`src/design/uint64_arith_unit_assert.svh`:
```
// Assertion macros shared by the arithmetic unit modules.
`ifndef UINT64_ARITH_UNIT_ASSERT_SVH
`define UINT64_ARITH_UNIT_ASSERT_SVH

// Checks a property at every clock edge outside of reset.
`define UAU_ASSERT(lbl, prop, msg) \
  lbl: assert property (@(posedge clk_i) disable iff (!rst_ni) (prop)) else $error(msg);

// Checks that a condition holds in the cycle after a trigger.
`define UAU_ASSERT_NEXT(lbl, ante, cons, msg) \
  lbl: assert property (@(posedge clk_i) disable iff (!rst_ni) (ante) |=> (cons)) \
    else $error(msg);

`endif

```
`src/design/uau_pkg.sv`:
```
// Types, constants and operation codes of the arithmetic unit.
package uau_pkg;

  localparam int unsigned WORD_BYTES = 8;
  localparam int unsigned WORD_BITS  = WORD_BYTES * 8;
  localparam int unsigned DATA_W     = 64;
  localparam int unsigned HALF_W     = DATA_W / 2;
  localparam int unsigned OP_W       = 3;
  localparam int unsigned DIV_SHIFT  = DATA_W - WORD_BITS;
  localparam int unsigned CNT_W      = $clog2(WORD_BITS + 1);

  localparam logic [DATA_W-1:0] WORD_MASK =
    (WORD_BITS >= DATA_W) ? {DATA_W{1'b1}} : ((64'd1 << WORD_BITS) - 64'd1);

  localparam int unsigned QUEUE_DEPTH = 2;
  localparam int unsigned QPTR_W      = (QUEUE_DEPTH > 1) ? $clog2(QUEUE_DEPTH) : 1;
  localparam int unsigned QCNT_W      = $clog2(QUEUE_DEPTH + 1);

  localparam logic [OP_W-1:0] OP_ADD = 3'd0;
  localparam logic [OP_W-1:0] OP_SUB = 3'd1;
  localparam logic [OP_W-1:0] OP_MUL = 3'd2;
  localparam logic [OP_W-1:0] OP_DIV = 3'd3;
  localparam logic [OP_W-1:0] OP_MOD = 3'd4;
  localparam logic [OP_W-1:0] OP_CMP = 3'd5;

  localparam logic signed [1:0] SIGN_LESS    = -2'sd1;
  localparam logic signed [1:0] SIGN_EQUAL   = 2'sd0;
  localparam logic signed [1:0] SIGN_GREATER = 2'sd1;

  // Which part of the back end carries out a job.
  typedef enum logic [1:0] {
    KIND_ALU,
    KIND_MUL,
    KIND_DIV
  } kind_e;

  typedef struct packed {
    kind_e             kind;
    logic [OP_W-1:0]   op;
    logic              div_zero;
    logic [DATA_W-1:0] opa;
    logic [DATA_W-1:0] opb;
  } job_t;

endpackage

```
`src/design/uau_intf.sv`:
```
// Request and response channel interfaces of the arithmetic unit.
interface uau_req_if;
  logic                          valid;
  logic                          ready;
  logic [uau_pkg::OP_W-1:0]      req_type;
  logic [uau_pkg::DATA_W-1:0]    operand_a;
  logic [uau_pkg::DATA_W-1:0]    operand_b;

  modport source (output valid, output req_type, output operand_a, output operand_b,
                  input ready);
  modport sink   (input valid, input req_type, input operand_a, input operand_b,
                  output ready);
endinterface

interface uau_rsp_if;
  logic                          valid;
  logic                          ready;
  logic [uau_pkg::DATA_W-1:0]    result_value;
  logic signed [1:0]             compare_sign;
  logic                          underflow;
  logic                          divide_by_zero;

  modport source (output valid, output result_value, output compare_sign,
                  output underflow, output divide_by_zero, input ready);
  modport sink   (input valid, input result_value, input compare_sign,
                  input underflow, input divide_by_zero, output ready);
endinterface

```
`src/design/uau_front.sv`:
```
// Front end: takes request beats, trims operands and classifies the operation.
module uau_front (
  uau_req_if.sink          req_i,
  output logic             job_valid_o,
  input  logic             job_ready_i,
  output uau_pkg::job_t    job_o
);
  import uau_pkg::*;

  logic [DATA_W-1:0] opa;
  logic [DATA_W-1:0] opb;
  logic              b_zero;

  assign opa    = req_i.operand_a & WORD_MASK;
  assign opb    = req_i.operand_b & WORD_MASK;
  assign b_zero = (opb == '0);

  always_comb begin
    job_o.op       = req_i.req_type;
    job_o.opa      = opa;
    job_o.opb      = opb;
    job_o.div_zero = 1'b0;
    job_o.kind     = KIND_ALU;
    case (req_i.req_type)
      OP_MUL: job_o.kind = KIND_MUL;
      OP_DIV, OP_MOD: begin
        // A zero divisor is settled at once by the ALU path.
        job_o.div_zero = b_zero;
        job_o.kind     = b_zero ? KIND_ALU : KIND_DIV;
      end
      default: job_o.kind = KIND_ALU;
    endcase
  end

  assign job_valid_o = req_i.valid;
  assign req_i.ready = job_ready_i;

endmodule

```
`src/design/uau_queue.sv`:
```
// Small job queue between the front end and the back end.
`include "uint64_arith_unit_assert.svh"

module uau_queue (
  input  logic          clk_i,
  input  logic          rst_ni,
  input  logic          push_valid_i,
  output logic          push_ready_o,
  input  uau_pkg::job_t push_data_i,
  output logic          pop_valid_o,
  input  logic          pop_ready_i,
  output uau_pkg::job_t pop_data_o
);
  import uau_pkg::*;

  job_t              mem_q [QUEUE_DEPTH];
  logic [QPTR_W-1:0] wr_ptr_q;
  logic [QPTR_W-1:0] rd_ptr_q;
  logic [QCNT_W-1:0] count_q;
  logic              push;
  logic              pop;

  assign push_ready_o = (count_q != QCNT_W'(QUEUE_DEPTH));
  assign pop_valid_o  = (count_q != '0);
  assign push         = push_valid_i && push_ready_o;
  assign pop          = pop_valid_o && pop_ready_i;
  assign pop_data_o   = mem_q[rd_ptr_q];

  always_ff @(posedge clk_i) begin
    if (push) begin
      mem_q[wr_ptr_q] <= push_data_i;
    end
  end

  always_ff @(posedge clk_i or negedge rst_ni) begin
    if (!rst_ni) begin
      wr_ptr_q <= '0;
      rd_ptr_q <= '0;
      count_q  <= '0;
    end else begin
      if (push) begin
        wr_ptr_q <= (wr_ptr_q == QPTR_W'(QUEUE_DEPTH - 1)) ? '0 : wr_ptr_q + 1'b1;
      end
      if (pop) begin
        rd_ptr_q <= (rd_ptr_q == QPTR_W'(QUEUE_DEPTH - 1)) ? '0 : rd_ptr_q + 1'b1;
      end
      if (push && !pop) begin
        count_q <= count_q + 1'b1;
      end else if (pop && !push) begin
        count_q <= count_q - 1'b1;
      end
    end
  end

  `UAU_ASSERT(a_queue_bound, count_q <= QCNT_W'(QUEUE_DEPTH), "queue count above depth")
  `UAU_ASSERT(a_queue_no_ovf, (count_q == QCNT_W'(QUEUE_DEPTH)) |-> !push, "push into full queue")
  `UAU_ASSERT(a_queue_no_udf, (count_q == '0) |-> !pop, "pop from empty queue")

endmodule

```
`src/design/uau_back.sv`:
```
// Back end: ALU, shared 32x32 multiplier and bit-serial divider.
`include "uint64_arith_unit_assert.svh"

module uau_back (
  input  logic          clk_i,
  input  logic          rst_ni,
  input  logic          job_valid_i,
  output logic          job_ready_o,
  input  uau_pkg::job_t job_i,
  uau_rsp_if.source     rsp_o
);
  import uau_pkg::*;

  typedef enum logic [1:0] {
    ST_IDLE,
    ST_MUL,
    ST_DIV
  } state_e;

  state_e              state_q;
  logic                out_valid_q;
  logic [DATA_W-1:0]   out_value_q;
  logic signed [1:0]   out_sign_q;
  logic                out_under_q;
  logic                out_dz_q;

  logic [OP_W-1:0]     op_q;
  logic [DATA_W-1:0]   opa_q;    // multiplicand, or dividend shifting out MSB first
  logic [DATA_W-1:0]   opb_q;    // multiplier, or divisor
  logic [DATA_W-1:0]   acc_q;    // product accumulator, or partial remainder
  logic [DATA_W-1:0]   quo_q;
  logic [DATA_W-1:0]   prod_q;
  logic [1:0]          mstep_q;
  logic [CNT_W-1:0]    cnt_q;

  logic                out_free;
  logic                take;
  logic                out_set;

  // ALU results.
  logic [DATA_W-1:0]   alu_value;
  logic signed [1:0]   alu_sign;
  logic                alu_under;

  // Multiplier operand select.
  logic [HALF_W-1:0]   mul_x;
  logic [HALF_W-1:0]   mul_y;
  logic [HALF_W-1:0]   acc_hi_sum;

  // One restoring division step.
  logic [DATA_W:0]     rem_sh;
  logic [DATA_W:0]     rem_diff;
  logic [DATA_W-1:0]   rem_nx;
  logic [DATA_W-1:0]   quo_nx;

  assign out_free    = !out_valid_q || rsp_o.ready;
  assign job_ready_o = (state_q == ST_IDLE) && out_free;
  assign take        = job_valid_i && job_ready_o;

  // A result is written when an ALU job is taken or a multiply or divide job finishes.
  assign out_set = (take && (job_i.kind != KIND_MUL) && (job_i.kind != KIND_DIV)) ||
                   ((state_q == ST_MUL) && (mstep_q == 2'd3)) ||
                   ((state_q == ST_DIV) && (cnt_q == CNT_W'(1)));

  always_comb begin
    alu_value = '0;
    alu_sign  = SIGN_EQUAL;
    alu_under = 1'b0;
    case (job_i.op)
      OP_ADD: alu_value = (job_i.opa + job_i.opb) & WORD_MASK;
      OP_SUB: begin
        alu_value = (job_i.opa - job_i.opb) & WORD_MASK;
        alu_under = (job_i.opb > job_i.opa);
      end
      OP_DIV: alu_value = '0;
      OP_MOD: alu_value = job_i.opa;
      OP_CMP: begin
        if (job_i.opa < job_i.opb) begin
          alu_sign = SIGN_LESS;
        end else if (job_i.opa > job_i.opb) begin
          alu_sign = SIGN_GREATER;
        end else begin
          alu_sign = SIGN_EQUAL;
        end
      end
      default: alu_value = '0;
    endcase
  end

  always_comb begin
    case (mstep_q)
      2'd1:    begin mul_x = opa_q[HALF_W-1:0];      mul_y = opb_q[DATA_W-1:HALF_W]; end
      2'd2:    begin mul_x = opa_q[DATA_W-1:HALF_W]; mul_y = opb_q[HALF_W-1:0];      end
      default: begin mul_x = opa_q[HALF_W-1:0];      mul_y = opb_q[HALF_W-1:0];      end
    endcase
  end

  assign acc_hi_sum = acc_q[DATA_W-1:HALF_W] + prod_q[HALF_W-1:0];

  assign rem_sh   = {acc_q, opa_q[DATA_W-1]};
  assign rem_diff = rem_sh - {1'b0, opb_q};
  assign rem_nx   = rem_diff[DATA_W] ? rem_sh[DATA_W-1:0] : rem_diff[DATA_W-1:0];
  assign quo_nx   = {quo_q[DATA_W-2:0], !rem_diff[DATA_W]};

  always_ff @(posedge clk_i or negedge rst_ni) begin
    if (!rst_ni) begin
      state_q     <= ST_IDLE;
      out_valid_q <= 1'b0;
      out_value_q <= '0;
      out_sign_q  <= SIGN_EQUAL;
      out_under_q <= 1'b0;
      out_dz_q    <= 1'b0;
      op_q        <= OP_ADD;
      opa_q       <= '0;
      opb_q       <= '0;
      acc_q       <= '0;
      quo_q       <= '0;
      prod_q      <= '0;
      mstep_q     <= '0;
      cnt_q       <= '0;
    end else begin
      if (out_set) begin
        out_valid_q <= 1'b1;
      end else if (out_valid_q && rsp_o.ready) begin
        out_valid_q <= 1'b0;
      end
      unique case (state_q)
        ST_IDLE: begin
          if (take) begin
            op_q  <= job_i.op;
            opb_q <= job_i.opb;
            unique case (job_i.kind)
              KIND_MUL: begin
                opa_q   <= job_i.opa;
                mstep_q <= '0;
                state_q <= ST_MUL;
              end
              KIND_DIV: begin
                opa_q   <= job_i.opa << DIV_SHIFT;
                acc_q   <= '0;
                quo_q   <= '0;
                cnt_q   <= CNT_W'(WORD_BITS);
                state_q <= ST_DIV;
              end
              default: begin
                out_value_q <= alu_value;
                out_sign_q  <= alu_sign;
                out_under_q <= alu_under;
                out_dz_q    <= job_i.div_zero;
              end
            endcase
          end
        end
        ST_MUL: begin
          // Both factors are half-word slices, so this is a 32x32 multiply.
          prod_q  <= DATA_W'(mul_x) * DATA_W'(mul_y);
          mstep_q <= mstep_q + 1'b1;
          case (mstep_q)
            2'd0: acc_q <= '0;
            2'd1: acc_q <= prod_q;
            2'd2: acc_q[DATA_W-1:HALF_W] <= acc_hi_sum;
            default: begin
              out_value_q <= {acc_hi_sum, acc_q[HALF_W-1:0]} & WORD_MASK;
              out_sign_q  <= SIGN_EQUAL;
              out_under_q <= 1'b0;
              out_dz_q    <= 1'b0;
              state_q     <= ST_IDLE;
            end
          endcase
        end
        ST_DIV: begin
          acc_q <= rem_nx;
          quo_q <= quo_nx;
          opa_q <= {opa_q[DATA_W-2:0], 1'b0};
          cnt_q <= cnt_q - 1'b1;
          if (cnt_q == CNT_W'(1)) begin
            out_value_q <= ((op_q == OP_MOD) ? rem_nx : quo_nx) & WORD_MASK;
            out_sign_q  <= SIGN_EQUAL;
            out_under_q <= 1'b0;
            out_dz_q    <= 1'b0;
            state_q     <= ST_IDLE;
          end
        end
        default: state_q <= ST_IDLE;
      endcase
    end
  end

  assign rsp_o.valid          = out_valid_q;
  assign rsp_o.result_value   = out_value_q;
  assign rsp_o.compare_sign   = out_sign_q;
  assign rsp_o.underflow      = out_under_q;
  assign rsp_o.divide_by_zero = out_dz_q;

  `UAU_ASSERT(a_busy_out_empty, (state_q != ST_IDLE) |-> !out_valid_q, "result held while busy")
  `UAU_ASSERT(a_div_count_live, (state_q == ST_DIV) |-> (cnt_q != '0), "divider count ran out")
  `UAU_ASSERT_NEXT(a_mul_done, (state_q == ST_MUL) && (mstep_q == 2'd3), out_valid_q && (state_q == ST_IDLE), "multiply did not finish")

endmodule

```
`src/design/uint64_arith_unit.sv`:
```
// Top level of the unsigned 64-bit arithmetic unit with divider.
// Add, subtract, compare, unknown codes and zero divisors go through the ALU at one beat per
// cycle while the sink is ready; multiply runs three partial products on a shared 32x32
// multiplier, and divide and modulus run a bit-serial divider loop. The back end takes no
// new job until the current one has finished.
// Reset is asynchronous and active low; it empties the job queue and the result register.
module uint64_arith_unit (
  input  logic      clk_i,
  input  logic      rst_ni,
  uau_req_if.sink   req_i,
  uau_rsp_if.source rsp_o
);
  import uau_pkg::*;

  // The front end trims both operands to the word width and tags each job with the unit
  // that will run it. Zero-divisor divides are tagged for the ALU path, so the
  // divider only ever sees a nonzero divisor.
  logic job_valid;
  logic job_ready;
  job_t job;

  // The queue decouples acceptance from execution: the front end keeps taking beats, up to two
  // queued jobs, while the back end grinds through a long divide or a result waits for the sink.
  logic q_valid;
  logic q_ready;
  job_t q_job;

  uau_front u_front (
    .req_i       (req_i),
    .job_valid_o (job_valid),
    .job_ready_i (job_ready),
    .job_o       (job)
  );

  uau_queue u_queue (
    .clk_i        (clk_i),
    .rst_ni       (rst_ni),
    .push_valid_i (job_valid),
    .push_ready_o (job_ready),
    .push_data_i  (job),
    .pop_valid_o  (q_valid),
    .pop_ready_i  (q_ready),
    .pop_data_o   (q_job)
  );

  // The back end pops one job at a time, only when its result register is free or being
  // drained this cycle, and writes exactly one result beat per job.
  uau_back u_back (
    .clk_i       (clk_i),
    .rst_ni      (rst_ni),
    .job_valid_i (q_valid),
    .job_ready_o (q_ready),
    .job_i       (q_job),
    .rsp_o       (rsp_o)
  );

endmodule

```
`src/flat_wrapper.sv`:
```
// flat-port wrapper written by rule: the top's interface ports become plain ports
module uint64_arith_unit_flat import uau_pkg::*;
  (clk_i, rst_ni, req_i_valid, req_i_req_type, req_i_operand_a, req_i_operand_b, req_i_ready, rsp_o_valid, rsp_o_result_value, rsp_o_compare_sign, rsp_o_underflow, rsp_o_divide_by_zero, rsp_o_ready);
  uau_req_if req_i_i ();
  uau_rsp_if rsp_o_i ();
  input  logic clk_i;
  input  logic rst_ni;
  input wire logic [$bits(req_i_i.valid)-1:0] req_i_valid;
  input wire logic [$bits(req_i_i.req_type)-1:0] req_i_req_type;
  input wire logic [$bits(req_i_i.operand_a)-1:0] req_i_operand_a;
  input wire logic [$bits(req_i_i.operand_b)-1:0] req_i_operand_b;
  output wire logic [$bits(req_i_i.ready)-1:0] req_i_ready;
  output wire logic [$bits(rsp_o_i.valid)-1:0] rsp_o_valid;
  output wire logic [$bits(rsp_o_i.result_value)-1:0] rsp_o_result_value;
  output wire logic [$bits(rsp_o_i.compare_sign)-1:0] rsp_o_compare_sign;
  output wire logic [$bits(rsp_o_i.underflow)-1:0] rsp_o_underflow;
  output wire logic [$bits(rsp_o_i.divide_by_zero)-1:0] rsp_o_divide_by_zero;
  input wire logic [$bits(rsp_o_i.ready)-1:0] rsp_o_ready;
  assign req_i_i.valid = req_i_valid;
  assign req_i_i.req_type = req_i_req_type;
  assign req_i_i.operand_a = req_i_operand_a;
  assign req_i_i.operand_b = req_i_operand_b;
  assign req_i_ready = req_i_i.ready;
  assign rsp_o_valid = rsp_o_i.valid;
  assign rsp_o_result_value = rsp_o_i.result_value;
  assign rsp_o_compare_sign = rsp_o_i.compare_sign;
  assign rsp_o_underflow = rsp_o_i.underflow;
  assign rsp_o_divide_by_zero = rsp_o_i.divide_by_zero;
  assign rsp_o_i.ready = rsp_o_ready;
  uint64_arith_unit u_core (.clk_i(clk_i), .rst_ni(rst_ni), .req_i(req_i_i), .rsp_o(rsp_o_i));
endmodule
```
`config.mk`:
```
export PLATFORM = sky130hd
export DESIGN_NAME = uint64_arith_unit_flat
export DESIGN_NICKNAME = d
export VERILOG_FILES = /design/src/design/uau_pkg.sv /design/src/design/uau_intf.sv /design/src/design/uau_front.sv /design/src/design/uau_queue.sv /design/src/design/uau_back.sv /design/src/design/uint64_arith_unit.sv /design/src/flat_wrapper.sv
export VERILOG_INCLUDE_DIRS = /design/src /design/src/design
export SDC_FILE = /design/constraint.sdc
export NUM_CORES = 2
export LEC_CHECK = 0
export BUFFER_PORTS_ARGS = -buffer_cell sky130_fd_sc_hd__buf_2
export CAP_MARGIN = 20
export CORE_ASPECT_RATIO = 1.75
export CORE_UTILIZATION = 30
export DETAILED_ROUTE_END_ITERATION = 6
export HOLD_SLACK_MARGIN = 0.1
export PLACE_DENSITY = 0.53
export SLEW_MARGIN = 20
export SYNTH_ARGS = -nofsm -noshare
export SYNTH_HDL_FRONTEND = slang
export SYNTH_SLANG_ARGS = --single-unit
```
`constraint.sdc`:
```
create_clock -name clk_i -period 18.35 [get_ports clk_i]
set_clock_uncertainty 0.1 [all_clocks]
set_input_delay 0.9175 -clock clk_i [delete_from_list [all_inputs] [get_ports clk_i]]
set_output_delay 0.9175 -clock clk_i [all_outputs]
set_load 0.01 [all_outputs]
```
# Yosys cells after proc, flatten, opt, wreduce, memory -nomap -nowiden
# Memories as Yosys holds them, arrays and structs flattened.
# Cells that the tools add are included.
totals:
  wordCells: 155
  n_memories: 1
  out_inout_bits: 70
  input_bits: 135
  regBits: 406
  ram_bits: 268
mem_list:
  columns: ["name", "words", "width", "rd", "rd_ports_with_merged_regs", "write_ports", "line", "rtl"]
  rows:
  - ["u_core.u_queue.mem_q", 2, 134, 1, 0, 1, "uau_queue.sv:16", "job_t mem_q [QUEUE_DEPTH];"]
op_classes:
  reduce_logical: 38
  mux: 56
  order_cmp: 3
  add_sub_neg: 10
  multipliers: 1
  eq_ne: 28
op_table:
  columns: ["operator", "n"]
  rows:
  - ["two-way mux 64 bit", 10]
  - ["one-hot mux 64 bit (3 select lines)", 3]
  - ["> comparator 64 bit", 2]
  - ["one-hot mux 64 bit (2 select lines)", 1]
  - ["one-hot mux 63 bit (2 select lines)", 1]
  - ["one-hot mux 32 bit (3 select lines)", 1]
  - ["subtractor 65 x 64 -> 65 bit", 1]
  - ["adder 64 bit", 1]
  - ["logical NOT 64 bit", 1]
  - ["< comparator 64 bit", 1]
  - ["multiplier 32 x 32 -> 64 bit", 1]
  - ["two-way mux 32 bit", 2]
  - ["one-hot mux 32 bit (2 select lines)", 1]
  - ["subtractor 64 bit", 1]
  - ["adder 32 bit", 1]
  - ["two-way mux 2 bit", 12]
  - ["two-way mux 1 bit", 15]
  - ["two-way mux 7 bit", 2]
  - ["one-hot mux 7 bit (2 select lines)", 1]
  - ["== test 3 bit, second input constant", 4]
  - ["!= test 2 bit, second input constant", 6]
  - ["one-hot mux 2 bit (2 select lines)", 3]
  - ["one-hot mux 2 bit (3 select lines)", 2]
  - ["AND reduction 4 bit", 3]
  - ["25 further kinds", 60]

# Logic depth before layout (Yosys ltp)
depth:
  word_depth: 9
  depth_mapped: 36
  mapped_depth_nobuf: 33

# Modules after synthesis
# Synthesis repeated with hierarchy kept, for this count alone.
unflattened:
  cells_unflattened: 8570
  area_unflattened_um2: 77242.8
by_module_without_submodules:
  columns: ["mod", "seq_area_each_um2", "cells_per_inst", "n_inst", "area_per_inst_um2"]
  rows:
  - ["uau_back", 10059.6, 7975, 1, 66008.3]
  - ["uau_queue", 8147.8, 435, 1, 10057.1]
  - ["uau_front", 0.0, 160, 1, 1177.4]

# Least setup slack after synthesis
# Ideal clock, no wire load.
synth_path:
  kind: "register -> register"
  from: "reg u_core.u_back.mstep_q[0]"
  to: "reg u_core.u_back.prod_q[58]"
  t_arrival_ns: 9.186
  synth_period_minus_slack_ns: 9.418
  setup_time_ns: 0.131
  n_path_buf: 4
  t_required_ns: 18.119
  slack_ns: 8.932
  path_stages_with_launch: 33
  cell_sequence: "dfrtp_1 > inv_1 > ha_1 > clkbuf_1 > clkbuf_1 > clkbuf_1 > mux2i_1 > clkbuf_1 > nor2_1 > fa_1 > fa_1 > fa_1 > inv_1 > fa_1 > inv_1 > fa_1 > inv_1 > fa_1 > inv_1 > fa_1 > fa_1 > ha_1 > nand2_1 > nor4_1 > nand2_1 > o22ai_1 > a21oi_1 > o311a_1 > o221a_2 > o31ai_4 > a31oi_1 > and4b_1 > or3_1"
synth_between:
  elab_chain_cells: 3
  elab_cells_between_ends: 5
  classes_between: "mul (1); eq/ne (2); mux (2)"
synth_lines:
  columns: ["element", "line", "rtl"]
  rows:
  - ["from (decl)", "uau_back.sv:33", "logic [1:0] mstep_q;"]
  - ["from (signal assigned)", "uau_back.sv:157", "mstep_q <= mstep_q + 1'b1;"]
  - ["== test 2 bit or == test 2 x 1 -> 1 bit (tied branches)", "uau_back.sv:91", "case (mstep_q)"]
  - ["two-way mux 32 bit", "uau_back.sv:91", null]
  - ["multiplier 32 x 32 -> 64 bit *", "uau_back.sv:156", "prod_q <= DATA_W'(mul_x) * DATA_W'(mul_y);"]
  - ["to (signal assigned)", "uau_back.sv:156", null]
  - ["to (decl)", "uau_back.sv:32", "logic [DATA_W-1:0] prod_q;"]
# Mark *: on every way between the ends. The rest lies on a longest branch, timed or not.
# A chain may end at the register's enable or synchronous reset.

# Worst setup path after layout
layout_path:
  from: "reg u_core.u_back.mstep_q[1]"
  to: "reg u_core.u_back.prod_q[55]"
# The elaborated chain is that of the path after synthesis.

==> results.json <==
{
  "dr.pass1.iters": 7,
  "synth_cells": 8497,
  "arrival_ns": 11.55,
  "dp.final_hpwl_um": 302000,
  "antenna_left": 0,
  "wl_um": 367000,
  "cts_tree": "yes",
  "status": "finished with violations",
  "synth.area.top_cells": "fa_1 (24%), dfrtp_1 (13%), edfxtp_1 (11%), ha_1 (8.2%), inv_1 (5.4%)",
  "critPathRequiredTime_ns": 18.81,
  "tightest_slew_ns": 1.20,
  "clkSinkCount": 674,
  "synth-edff-count": 268,
  "ys_async_sr_fraction": 0.602,
  "design.core.area_mm2": 0.252,
  "cp_max_fo": 52,
  "finalCriticalPeriod_ns": 11.09,
  "numCtsBuffers": 67,
  "slowest_stage": "o41ai_1",
  "synth-seq-area-share": 0.239,
  "gp_congestion": 1.04,
  "max_stage_delay_ns": 0.93,
  "drc_errors": 8,
  "critPathLaunchType": "flop",
  "max_slew_margin": 0.179,
  "final-setup-viol-count": 0,
  "max_freq_mhz": 90.2,
  "nFillCells": 26200,
  "fp.dieH_um": 668,
  "grt_util_all_layers": 0.286,
  "violations": "DRC",
  "synthFlopType": "dfrtp_1",
  "fin_crit_sh": 0.604,
  "htreeDepth": 3,
  "drive_above_1_share": 0.0935,
  "crit_top_cell": "fa_1",
  "cp-end-kind": "flop",
  "multiInputGateArea_mm2": 0.0522,
  "drtIter0Drc": 5077,
  "drv_slew": 0,
  "clock-root-buffer": "clkbuf_16",
  "cap_violations": 0,
  "synth_top_cell_area_share": 0.237,
  "ys_types": 110,
  "layout_common_cells": "inv_1 (1090), nor2_1 (1039), nand2_1 (1004), fa_1 (900), a21oi_1 (536)",
  "overflow": 0,
  "port_buffers": 204,
  "antenna_found_initial": 25,
  "regArea_mm2": 0.0182,
  "fin_util": 0.331,
  "fin_nets": 10000,
  "insertion_delay_ns": 0.69,
  "area_growth_pct": 9.63,
  "yosysWarnings": 0,
  "io_pins": 205,
  "clock_path_buffers": 3,
  "synth.avg_cell_area_um2": 8.96,
  "hold_viol": 0,
  "grt_pass1_wl_um": 514000,
  "rows": 244,
  "wire_per_inst_um": 30.9,
  "dieArea_mm2": 0.256,
  "crit_type": "reg2reg",
  "synth-seq-cells": 674,
  "tns_ns": 0,
  "yosysTopAreaCell": "fa_1",
  "die_w_um": 383,
  "mostFrequentLayoutCell": "inv_1",
  "viasPerCell": 5.53,
  "routed-via-count": 65700,
  "rsz0062_at_grt": "no",
  "initial_utilization": 0.302,
  "grt_pass1_vias": 69100,
  "holdCritPathClass": "in2async",
  "syn_nets": 10000,
  "ctsHoldBuffers": 0,
  "synth_area_mm2": 0.0761,
  "clkSlewWorstSetupHoldPaths_ns": 0.07,
  "grt_max_degree": 109,
  "cts_resized": 0,
  "post_cts_buffers": 0
}
flip-flops by register name, summed over array words and instances (netlist names), 2 cells and up:
name	count
u_core.u_back.state_q	2
u_core.u_back.rsp_o.compare_sign	2
u_core.u_back.rsp_o.result_value	64
u_core.u_back.op_q	3
u_core.u_back.mstep_q	2
u_core.u_back.opa_q	64
u_core.u_back.quo_q	63
u_core.u_back.prod_q	64
u_core.u_queue.count_q	2
u_core.u_back.cnt_q	7
u_core.u_back.acc_q	64
u_core.u_queue.mem_q	268
u_core.u_back.opb_q	64
area by class of cell:
cell class                      count  share of cell area
Antenna cell                       13            0.000390
Clock inverter                     41             0.00579
Clock buffer                       81              0.0213
Timing Repair Buffer              397              0.0299
Multi-Input combinational cell   6260               0.625
Inverter                         1096              0.0493
Tap cell                         3321              0.0498
Sequential cell                   674               0.218
worst paths after layout:
kind                                                       from                                                to  slack, ns  depth (start not counted)
setup / recovery           u_core.u_back.mstep_q[1]$_DFFE_PN0P_              u_core.u_back.prod_q[55]$_DFFE_PN0P_       7.26                         28
hold / removal                                           rst_ni  u_core.u_back.rsp_o.result_value[19]$_DFFE_PN0P_       0.16                          1
setup reg to reg           u_core.u_back.mstep_q[1]$_DFFE_PN0P_              u_core.u_back.prod_q[55]$_DFFE_PN0P_       7.26                         28
hold reg to reg             u_core.u_back.quo_q[62]$_DFFE_PN0P_               u_core.u_back.quo_q[62]$_DFFE_PN0P_       0.38                          2
max in group asynchronous                                rst_ni               u_core.u_back.opb_q[47]$_DFFE_PN0P_      14.95                          4
min in group clk_i                          req_i_operand_a[13]             u_core.u_queue.mem_q[1][77]$_DFFE_PP_       0.33                          1
Yosys cell counts (all sizes together) (46+ instances only):
cell type	number
a211oi	46
xor2	46
o21ai	381
ha	499
nor4	53
nor3	82
nand4	72
buf	62
nand2	1005
mux2i	195
a22oi	57
xnor2	137
a21o	101
fa	900
a221oi	57
nor2	1048
nand3	140
a31oi	60
a21oi	538
clkbuf	404
o31ai	47
o21bai	59
mux2	163
o21a	60
dfrtp	406
edfxtp	268
inv	1091
logic make-up after synthesis:
kind of cell             synth area share
AO/OA/AOI/OAI                       0.147
adder cells (fa/ha/maj)             0.319
multiplexers                       0.0497
buffers and inverters              0.0806
AND/OR/NAND/NOR                     0.143
XOR/XNOR                           0.0211
flip-flops                          0.239
layer usage:
layer	GRT usage	part of all wire
met5	0	0.00029
met2	0.507	0.50
met1	0.275	0.32
met3	0.0408	0.052
met4	0.295	0.13
stage by stage:
| stage | hold WS, ns | setup slack [ns] | std cells | area, um2 |
|---|---|---|---|---|
| after floorplan | 0.339 | 8.93 | 8497 | 76100 |
| after global placement | 0.362 | 7.39 | 11700 | 81100 |
| after detailed placement | 0.364 | 7.37 | 11700 | 81200 |
| after CTS | 0.219 | 7.30 | 11900 | 83400 |
| after global routing | 0.244 | 6.93 | 11900 | 83400 |
| final | 0.163 | 7.26 | 11900 | 83500 |
critical path: cells and delay by family, from the launching register on:
kind | cells | cell delay, ns
adder cells (fa/ha/maj) | 10 | 4.89
AO/OA/AOI/OAI | 6 | 2.92
buffers and inverters | 8 | 1.71
flip-flops | 1 | 0.46
AND/OR/NAND/NOR | 2 | 0.36
multiplexers | 1 | 0.27
XOR/XNOR | 1 | 0.18
Power is not shown: default switching activity piles up to over one toggle a cycle in this logic, so the estimate is an artifact.
